**src/sv/kwm_pkg.sv**
```systemverilog
// Package for the k-way merge block: sizes, function codes and the controller/datapath command struct.
// No dependencies.
package kwm_pkg;

    localparam int BufferDepth = 1024;
    localparam int MaxChunks   = 16;
    localparam int IdxW        = $clog2(BufferDepth);
    localparam int PtrW        = IdxW + 1;
    localparam int ChunkW      = $clog2(MaxChunks);
    localparam int KeyW        = 64;
    localparam int CountW      = 5;

    localparam logic FUNC_LOAD = 1'b0;
    localparam logic FUNC_TAKE = 1'b1;

    // Commands from the controller to the datapath.
    typedef struct packed {
        logic              do_load;     // Perform a load with the captured item.
        logic              head_clear;  // Reset the cached head search.
        logic              head_step;   // Consider the head of one chunk.
        logic [ChunkW-1:0] head_chunk;  // Chunk whose head is read now; read data is of the chunk before.
        logic              head_read;   // Issue a key read for head_chunk.
        logic              emit;        // Build the result and advance the cursor.
    } kwm_cmd_t;

endpackage

```
**src/sv/kwm_ctrl.sv**
```systemverilog
// Controller of the k-way merge: handshakes and sequencing of the head search.
// Depends on kwm_pkg.
module kwm_ctrl (
    input  logic                 clk,
    input  logic                 rst_n,
    input  logic                 in_valid,
    input  logic                 in_func,
    output logic                 in_ready,
    output logic                 out_valid,
    input  logic                 out_ready,
    output kwm_pkg::kwm_cmd_t    cmd
);

    typedef enum logic [1:0] {
        ST_IDLE,
        ST_SCAN,
        ST_EMIT
    } state_t;

    state_t                      state_reg;
    logic [kwm_pkg::ChunkW:0]    step_reg;   // Counts read issues, one extra for the last compare.
    logic                        out_valid_reg;
    logic                        accept;

    assign in_ready  = (state_reg == ST_IDLE) && !out_valid_reg;
    assign out_valid = out_valid_reg;
    assign accept    = in_valid && in_ready;

    // Command decode from state and input acceptance.
    always_comb
    begin
        cmd            = '0;
        cmd.do_load    = accept && (in_func == kwm_pkg::FUNC_LOAD);
        cmd.head_clear = accept && (in_func == kwm_pkg::FUNC_TAKE);
        cmd.head_chunk = step_reg[kwm_pkg::ChunkW-1:0];
        cmd.head_read  = (state_reg == ST_SCAN) && !step_reg[kwm_pkg::ChunkW];
        cmd.head_step  = (state_reg == ST_SCAN) && (step_reg != '0);
        cmd.emit       = (state_reg == ST_EMIT);
    end

    // State and registered outputs.
    always_ff @(posedge clk or negedge rst_n)
    begin
        if (!rst_n)
        begin
            state_reg     <= ST_IDLE;
            step_reg      <= '0;
            out_valid_reg <= 1'b0;
        end
        else
        begin
            if (out_valid_reg && out_ready)
            begin
                out_valid_reg <= 1'b0;
            end
            case (state_reg)
                ST_IDLE:
                begin
                    if (accept && in_func == kwm_pkg::FUNC_TAKE)
                    begin
                        state_reg <= ST_SCAN;
                        step_reg  <= '0;
                    end
                end
                ST_SCAN:
                begin
                    step_reg <= step_reg + 1'b1;
                    if (step_reg[kwm_pkg::ChunkW])
                    begin
                        state_reg <= ST_EMIT;
                    end
                end
                ST_EMIT:
                begin
                    out_valid_reg <= 1'b1;
                    state_reg     <= ST_IDLE;
                end
                default:
                begin
                    state_reg <= ST_IDLE;
                end
            endcase
        end
    end

    a_no_accept_busy: assert property (@(posedge clk) disable iff (!rst_n)
        (state_reg != ST_IDLE) |-> !in_ready)
        else $error("input accepted during a take");
    a_emit_valid: assert property (@(posedge clk) disable iff (!rst_n)
        (state_reg == ST_EMIT) |=> out_valid_reg)
        else $error("result not presented after emit");
    a_scan_len: assert property (@(posedge clk) disable iff (!rst_n)
        $rose(state_reg == ST_SCAN) |-> (step_reg == '0))
        else $error("scan did not start at chunk 0");

endmodule

```
**config.mk**
```make
export PLATFORM = sky130hd
export DESIGN_NAME = kwm_ctrl
export DESIGN_NICKNAME = d
export VERILOG_FILES = /design/src/sv/kwm_pkg.sv /design/src/sv/kwm_ctrl.sv
export SDC_FILE = /design/constraint.sdc
export NUM_CORES = 1
export LEC_CHECK = 0
export ABC_AREA = 0
export BUFFER_PORTS_ARGS = -buffer_cell sky130_fd_sc_hd__buf_2
export CAP_MARGIN = 25
export CORE_MARGIN = 5
export CORE_UTILIZATION = 30
export DETAILED_ROUTE_END_ITERATION = 10
export GPL_ROUTABILITY_DRIVEN = 0
export SLEW_MARGIN = 20
export SYNTH_ARGS = -nofsm -noshare
export SYNTH_HDL_FRONTEND = slang
export SYNTH_SLANG_ARGS = --single-unit
export TNS_END_PERCENT = 1
```
**constraint.sdc**
```tcl
create_clock -name clk -period 1 [get_ports clk]
set_input_delay 0.05 -clock clk [delete_from_list [all_inputs] [get_ports clk]]
set_output_delay 0.05 -clock clk [all_outputs]
set_load 0.03 [all_outputs]
```
=== Word-level counts from Yosys, hierarchy flattened ===
Cells that the tools add are included.

* Register bits after elaboration: 8

* Multiplexer cells: 7
* Bitwise logic cells: 1
* Equality and inequality tests: 4
* Reductions and logical operators: 15
* Add/sub/neg operators: 1

{| class="wikitable"
|+ Operators by type and width
! operator !! number
|-
| $pmux W5 S2 || 1
|-
| $logic_and A1 B1 Y1 || 7
|-
| $add A5 B1 Y5 const B || 1
|-
| $mux W5 || 1
|-
| $reduce_bool A5 Y1 || 1
|-
| $mux W2 || 2
|-
| $ne A2 B2 Y1 const B || 2
|-
| $pmux W2 S2 || 1
|-
| $reduce_and A2 Y1 || 2
|-
| $reduce_bool A2 Y1 || 2
|-
| $eq A2 B1 Y1 const B || 1
|-
| $eq A2 B2 Y1 const B || 1
|-
| $logic_not A1 Y1 || 2
|-
| $logic_not A2 Y1 || 1
|-
| $mux W1 || 2
|-
| $not A1 Y1 || 1
|}

=== Depth between registers and ports, before layout ===
Gate-level depths: netlist (run 1).

* Depth in word-level cells: 6
* Mapped depth: 4

=== Worst setup path after synthesis (run 1) ===
OpenSTA, ideal clock, no wires.

* Path type: register to output
* Start point: register out_valid_reg (netlist: out_valid)
* End point: output port cmd[8] (netlist bit)
* Cell stages (with the launch flop): 4
* Data arrival time: 1,521 ps
* Path slack: -571 ps
* Path buffers: 0
* Path through: dfrtp_1 > nor3_2 > nand2_1 > nor2_1

{| class="wikitable"
|+ RTL lines
! element !! line !! text
|-
| from (decl) || kwm_ctrl.sv:22 || <nowiki>logic out_valid_reg;</nowiki>
|-
| from (signal assigned) || kwm_ctrl.sv:48 || <nowiki>out_valid_reg <= 1'b0;</nowiki>
|-
| from (signal assigned) || kwm_ctrl.sv:54 || <nowiki>out_valid_reg <= 1'b0;</nowiki>
|-
| from (signal assigned) || kwm_ctrl.sv:75 || <nowiki>out_valid_reg <= 1'b1;</nowiki>
|-
| to (decl) || kwm_ctrl.sv:11 || <nowiki>output kwm_pkg::kwm_cmd_t cmd</nowiki>
|}

==> flow_metrics.tcl, run 1 <==
set metrics [dict create \
    drive_gt1_share_pct 66.67 \
    worstSetupPathType "reg -> out" \
    synthFlopType "dfrtp_1" \
    drv_slew 0 \
    period_share_pct 130.9 \
    grt_max_degree 9 \
    nFillCells 134 \
    synth_fp_nets 50 \
    seqCellArea_um2 205.2 \
    hold_slack_ps 77.32 \
    netlist_area_um2 480.5 \
    synth-seq-cells 8 \
    dp_worst_setup_slack_ps -195.8 \
    fin_skew_ps 0.7178 \
    synth_top_area_share_pct 41.67 \
    end_kind "primary output" \
    max-cap-violations 0 \
    tightest_slew_ps 206.7 \
    synth.most_common_cell "dfrtp_1" \
    antenna_found_initial 0 \
    ir_worst_vdd_v 0.001915 \
    clock_latency_ps 240 \
    period_needed_ps 1309 \
    ant_nets 0 \
    slew_headroom_pct 86.16 \
    dp.final_hpwl_um 820.9 \
    total_power_mw 2.977 \
    cts_made_buffers 3 \
    cts.sinks 8 \
    area_delta_synth_final_pct 71.61 \
    fin_nets 81 \
    synth_top_area_cell "dfrtp_1" \
    ys_types 22 \
    setup_slack_ps -308.8 \
    hold_path_class "in -> reg" \
    io_buffers 15 \
    die_h_um 50.02 \
    yosysWarnings 0 \
    power_density_mw_per_mm2 3610 \
    vias 418 \
    syn_inst 43 \
    die_w_um 50.02 \
    grt_pass1_vias 442 \
    async_flop_share_pct 100.0 \
    multiInputGateArea_um2 282.8 \
    r2r_slack_ps -230 \
    max_clock_freq_mhz 764.0 \
    largest_reg_flops 5 \
    worst_setup_path_start_kind "flop" \
    synth_common_cells "dfrtp_1 (8), a22o_1 (4), buf_4 (4), nor2_1 (4), inv_1 (3)" \
    routed.top_layer "met4" \
    met2_length_um 615 \
    clkTransAtPathRegs_ps 50 \
    rsz0062_at_grt "yes" \
    die-area_mm2 0.002502 \
    wl_per_cell_um 12.97 \
    wl_met3_um 41 \
    ios 16 \
    drt_iter0_drc 4 \
    grt_pass1_wl_um 2125 \
    status "complete, but fails checks" \
    syn_avg_cell_area_um2 11.17 \
    p_leak_nw 0.4052 \
    cts_buffer_depth 2 \
    totalWireLength_um 1141 \
    start_util_pct 31.89 \
    std_cell_rows 14 \
    yosysSeqAreaShare_pct 41.67 \
    h-tree-depth 1 \
    worst_ep_required_time_ps 950 \
    hold_viol_final 0 \
    synth_area_leaders "dfrtp_1 (42%), a22o_1 (7.3%), buf_4 (6.3%), ha_1 (5.2%), a31oi_4 (4.4%)" \
    core_area_mm2 0.001506 \
    crit_arrival_ps 1260 \
    tns_ps -2713 \
    tritoncts "built" \
    viasPerCell 4.750 \
    setup_viol 16 \
    diodes 0 \
    wl_met1_um 471 \
    cp_max_fo 2 \
    synth_edf_count 0 \
    drcViolationCount 0 \
    firstDrtPassIters 4 \
    violations "setup timing" \
    overflow 0 \
    grt_use_total_pct 11.12 \
    cts_root_buffer "clkbuf_4" \
]
-- kinds of logic (layout without fill, tap and decap cells) --
kind of cell	count (synthesis)	after routing	synth area share [%]
AND/OR/NAND/NOR	16	16	22.40
flip-flops	8	8	41.67
buffers and inverters	7	36	8.594
AO/OA/AOI/OAI	6	6	13.28
adder cells (fa/ha/maj)	2	2	5.208
XOR/XNOR	2	2	3.646
multiplexers	2	2	5.208
-- per-layer routing --
metal | track usage, % | up-vias
met3 | 1.506 | 2
met5 | 0 | -
met1 | 13.92 | 205
met4 | 6.550 | 0
met2 | 17.78 | 10
li1 | - | 201
-- power by group --
part           internal, mW  leakage (nW)  switching (mW)
registers             0.458        0.0978           0.150
logic                  1.15         0.294           0.984
clock network         0.137        0.0138          0.0999
total                  1.74         0.405            1.23
-- stage by stage --
step                std cells  utilization [%]  cell area [um2]
CTS                        87            52.16            785.8
floorplan                  43                -            489.2
finish                     88            54.73            824.5
global placement           77            40.28            606.8
global route               88            54.73            824.5
detailed placement         77            40.28            606.8
-- placed cells by master, fill, tap and decap left out, drive strengths merged --
cell	count
buf	29
dfrtp	8
a22o	4
nor2	4
inv	3
clkbuf	3
nand3	2
xnor2	2
nand2b	2
ha	2
nor3	1
and3	1
nand2	1
and2b	1
nor4b	1
or2	1
nor2b	1
a31oi	1
mux2i	1
mux2	1
and2	1
a21o	1
dlygate4sd3	1
-- critical path, stage by stage, from the launching register on --
cell     delay [ps]
dfrtp_1         380
inv_1            60
ha_1            140
nor4b_4         200
nor2_1           60
buf_4           170
-- final cells by class --
cell class | count | area share [%]
clock buffer | 3 | 2.731
inverter | 3 | 1.366
multi-input combinational | 28 | 34.29
sequential | 8 | 24.89
tap | 16 | 2.428
timing repair buffer | 30 | 34.29
-- final timing paths --
kind / start / endpoint / depth (start not counted)
setup / recovery: step_reg[1] / cmd[6] / 5
hold / removal: out_ready / out_valid / 3
setup reg to reg: step_reg[0] / step_reg[3] / 6
hold reg to reg: state_reg[0] / step_reg[2] / 2
max in group asynchronous: rst_n / step_reg[3] / 2
min in group asynchronous: rst_n / step_reg[4] / 2
-- repair_timing --
action                                  in CTS  in global routing
hold endpoints to repair                     8                  0
pin swaps                                    4                  3
gates resized for setup                     31                  8
hold buffers                                 1                  0
endpoints found under the setup margin      16                 19
cloned                                       0                  0
setup buffers                                6                  1
(Power assumes the default switching activity.)
==> run 2: changes to the inputs <==
==> constraint.sdc (replaced) <==
create_clock -name clk -period 1 [get_ports clk]
set_input_delay 0.05 -clock clk [delete_from_list [all_inputs] [get_ports clk]]
set_output_delay 0.05 -clock clk [all_outputs]
set_load 0.05 [all_outputs]
==> run 2 against run 1 <==
The run still ends with setup timing left. Maximum frequency shrank 1.1%. Global-route usage decreased by 0.38 points. Non-clock buffer count shrank 4. Core utilization shrank 1.7 points. First-iteration DRC count is 25% lower. Final cell count is 3.4% lower. Worst setup slack got worse by 15 ps.
==> flow_metrics.tcl, run 2 (synthesis gave the netlist of run 1 again) <==
set metrics [dict create \
    r2r_end "step_reg[3]" \
    grt_max_degree 9 \
    drt_iter0_drc 3 \
    antenna_found_initial 0 \
    die_h_um 50.02 \
    area_delta_synth_final_pct 66.41 \
    slowest_delay_ps 430 \
    core_area_mm2 0.001506 \
    totalWireLength_um 1129 \
    grt_use_total_pct 10.75 \
    hold_viol_final 0 \
    r2r_start "step_reg[0]" \
    hp-start "out_ready" \
    setup_slack_ps -323.4 \
    crit_arrival_ps 1270 \
    critPathSlowestCell "dfrtp_2" \
    layout_commonest_cell "buf_6" \
    end_kind "primary output" \
    die-area_mm2 0.002502 \
    r2r_slack_ps -250 \
    diodes 0 \
    ant_nets 0 \
    min_delay_path_depth 3 \
    vias 409 \
    fin_skew_ps 6.162 \
    io_buffers 15 \
    worst_setup_path_start_kind "flop" \
    drcViolationCount 0 \
    wl_per_cell_um 13.28 \
    violations "setup timing" \
    fin_nets 77 \
    max-cap-violations 0 \
    cts_buffer_depth 2 \
    final_cell_mix "buf_6 (10), buf_4 (9), dfrtp_2 (5)" \
    overflow 0 \
    setup_viol 16 \
    cts_made_buffers 3 \
    drv_slew 0 \
    cts_root_buffer "clkbuf_4" \
    firstDrtPassIters 2 \
    ios 16 \
    worstSetupPathType "reg -> out" \
    largest_reg_flops 5 \
    hold_path_class "in -> reg" \
    period_share_pct 132.3 \
    clock_latency_ps 260 \
    grt_pass1_wl_um 2021 \
    std_cell_rows 14 \
    status "complete, but fails checks" \
    clkTransAtPathRegs_ps 60 \
    nFillCells 150 \
    reg2reg_depth 6 \
    cts.sinks 8 \
    min_to "out_valid" \
    crit_chain "nor3_4, and3_4, buf_6" \
    start_util_pct 31.89 \
    grt_pass1_vias 478 \
    rsz0062_at_grt "yes" \
    cp_max_fo 3 \
    die_w_um 50.02 \
    drive_gt1_share_pct 66.67 \
    final_area_um2 799.5 \
    placed_area_um2 605.6 \
    viasPerCell 4.812 \
    h-tree-depth 1 \
    dp.final_hpwl_um 781.1 \
    worst_ep_required_time_ps 950 \
    max_clock_freq_mhz 755.6 \
    tightest_slew_ps 210.7 \
    slew_headroom_pct 85.95 \
    period_needed_ps 1323 \
    hold_slack_ps 52.12 \
    tritoncts "built" \
]
## run 2: layout make-up
cell class / instances / area, um2 / area share, %
Sequential cell: 8 / 206.4 / 25.82
Multi-Input combinational cell: 28 / 295.3 / 36.93
Timing Repair Buffer: 26 / 240.2 / 30.05
Inverter: 3 / 11.26 / 1.408
Tap cell: 16 / 20.02 / 2.504
Clock buffer: 4 / 26.28 / 3.286
## run 2: timing repair
item,in CTS,in global routing
hold endpoints to repair,8,0
buffers inserted,3,1
cloned,0,0
setup endpoints to repair,17,18
hold buffers,1,0
pin swaps,4,3
gates resized for setup,29,9
## run 2: worst max path at each step
| stage | start | cells past startpoint | slack [ps] | end |
|---|---|---|---|---|
| 5_1_grt | step_reg[1] | 5 | -400 | cmd[6] |
| 6_report | out_valid | 3 | -320 | cmd[7] |
| 2_1_floorplan | out_valid | 3 | -640 | state_reg[0] |
| 4_1_cts | step_reg[0] | 5 | -330 | cmd[6] |
| 3_3_place_gp | state_reg[1] | 3 | -190 | step_reg[0] |
| 3_5_place_dp | state_reg[1] | 3 | -210 | step_reg[0] |
## run 2: metal layers
metal | share of wire [%] | up-vias | track usage, %
met5 | 0 | - | 0
li1 | - | 196 | -
met3 | 4.9 | 5 | 1.807
met2 | 49 | 14 | 16.95
met1 | 41 | 194 | 11.15
met4 | 5.0 | 0 | 11.79
## run 2: critical path: cells and delay by family, from the launching register on
family / cells / cell delay (ps)
flops: 1 / 430
simple gates: 2 / 430
buf+inv: 1 / 150
## run 2: per-stage QoR
step | setup TNS (ps) | setup WS (ps) | util (%) | instances
2_1_floorplan | -3643 | -637.6 | - | 43
3_3_place_gp | -1359 | -186.7 | 40.20 | 76
3_5_place_dp | -1493 | -211.5 | 40.20 | 76
4_1_cts | -2919 | -331.1 | 50.08 | 84
5_1_grt | -3845 | -404.0 | 53.07 | 85
6_report | -3048 | -323.4 | 53.07 | 85
Power of run 2 is not shown: default switching activity piles up to over one toggle a cycle in this logic, so the estimate is an artifact.
==> run 3: changes to the inputs <==
- CORE_AREA: default -> 5 5 42 44
- CORE_MARGIN: 5 -> default
- CORE_UTILIZATION: 30 -> default
- DIE_AREA: default -> 0 0 47 49
==> run 3 against run 2 <==
The run still ends with setup timing left. Non-clock buffer count stayed put. Clock-buffer cell count unchanged. Hold slack improved by 4.5 ps. Sequential share of layout area grew 0.16 points. Final cell count stayed put.
==> flow_metrics.tcl, run 3 (synthesis gave the netlist of run 1 again) <==
set metrics [dict create \
    status "complete, but fails checks" \
    violations "setup timing" \
    h-tree-depth 1 \
    drcViolationCount 0 \
    critPathSlowestCell "dfrtp_1" \
    placed_area_um2 605.6 \
    std_cell_rows 14 \
    die-area_mm2 0.002303 \
    final_cell_mix "buf_6 (10), buf_4 (9), dfrtp_2 (5)" \
    met2_length_um 554 \
    period_share_pct 133.8 \
    viasPerCell 4.741 \
    slew_headroom_pct 85.48 \
    grt_max_degree 9 \
    hold_slack_ps 56.67 \
    drv_slew 0 \
    firstDrtPassIters 2 \
    wl_met3_um 92 \
    grt_pass1_vias 445 \
    period_needed_ps 1338 \
    seqCellArea_um2 206.4 \
    antenna_found_initial 0 \
    tightest_slew_ps 216.8 \
    end_kind "primary output" \
    clkTransAtPathRegs_ps 60 \
    cts_made_buffers 3 \
    diodes 0 \
    setup_viol 15 \
    slowest_delay_ps 380 \
    layout_commonest_cell "buf_6" \
    max_clock_freq_mhz 747.2 \
    drive_gt1_share_pct 65.22 \
    nFillCells 133 \
    area_delta_synth_final_pct 65.36 \
    ant_nets 0 \
    start_util_pct 34.29 \
    worst_ep_required_time_ps 950 \
    fin_skew_ps 5.360 \
    place_inst 76 \
    die_h_um 49 \
    totalWireLength_um 1111 \
    layout.cells.non_filler 85 \
    hold_viol_final 0 \
    tritoncts "built" \
    cp_max_fo 2 \
    worst_setup_path_start_kind "flop" \
    core_area_mm2 0.001401 \
    cts_buffer_depth 2 \
    multiInputGateArea_um2 297.8 \
    dp.final_hpwl_um 784.2 \
    hold_path_class "in -> reg" \
    drt_iter0_drc 5 \
    crit_chain "inv_1, ha_2, nor4b_4, nor2_1, buf_6" \
    cts.sinks 8 \
    cts_root_buffer "clkbuf_4" \
    vias 403 \
    grt_use_total_pct 11.41 \
    setup_slack_ps -338.3 \
    wl_per_cell_um 13.07 \
    clock_latency_ps 250 \
    largest_reg_flops 5 \
    die_w_um 47 \
    ios 16 \
    wl_met1_um 443 \
    routed.top_layer "met4" \
    final_area_um2 794.5 \
    io_buffers 15 \
    rsz0062_at_grt "yes" \
    overflow 0 \
    crit_arrival_ps 1290 \
    worstSetupPathType "reg -> out" \
    grt_pass1_wl_um 1911 \
    fin_nets 77 \
    max-cap-violations 0 \
]
==> run 3: layout make-up <==
| cell class | instances | area share (%) |
|---|---|---|
| repair buffers | 26 | 29.29 |
| inverters | 3 | 1.417 |
| clock buffers | 4 | 3.307 |
| well taps | 16 | 2.520 |
| flip-flops and latches | 8 | 25.98 |
| multi-input cells | 28 | 37.48 |
==> run 3: timing repair <==
| item | 4_1_cts | 5_1_grt |
|---|---|---|
| setup buffers | 3 | 1 |
| hold endpoints to repair | 8 | 0 |
| hold buffers | 1 | 0 |
| pin swaps | 4 | 1 |
| setup endpoints to repair | 15 | 17 |
| resized for setup | 28 | 7 |
==> run 3: routing by layer <==
layer | vias up | GRT usage [%]
met3 | 4 | 4.428
met4 | 0 | 5.530
met5 | - | 0
met2 | 17 | 17.19
met1 | 184 | 13.68
li1 | 198 | -
==> run 3: worst paths after layout <==
kind	startpoint	end	slack, ps	cells after the start
setup / recovery	step_reg[1]	cmd[6]	-340	5
hold / removal	out_ready	out_valid	60	3
setup reg to reg	state_reg[1]	step_reg[0]	-280	5
hold reg to reg	out_valid	out_valid	550	1
max in group asynchronous	rst_n	state_reg[0]	630	2
min in group asynchronous	rst_n	step_reg[0]	180	2
==> run 3: critical path: cells and delay by family, from the launching register on <==
kind / cells / cell delay, ps
AND/OR/NAND/NOR: 2 / 280
buffers and inverters: 2 / 220
flip-flops: 1 / 380
adder cells (fa/ha/maj): 1 / 160
==> run 3: stage by stage <==
stage / setup TNS (ps) / utilization (%) / setup WS (ps)
floorplan: -3643 / - / -637.6
global placement: -1324 / 43.21 / -194.3
detailed placement: -1659 / 43.21 / -219.6
CTS: -2607 / 54.55 / -344.6
global route: -3814 / 56.70 / -420.2
finish: -2937 / 56.70 / -338.3
Power of run 3 is left out for the same reason.
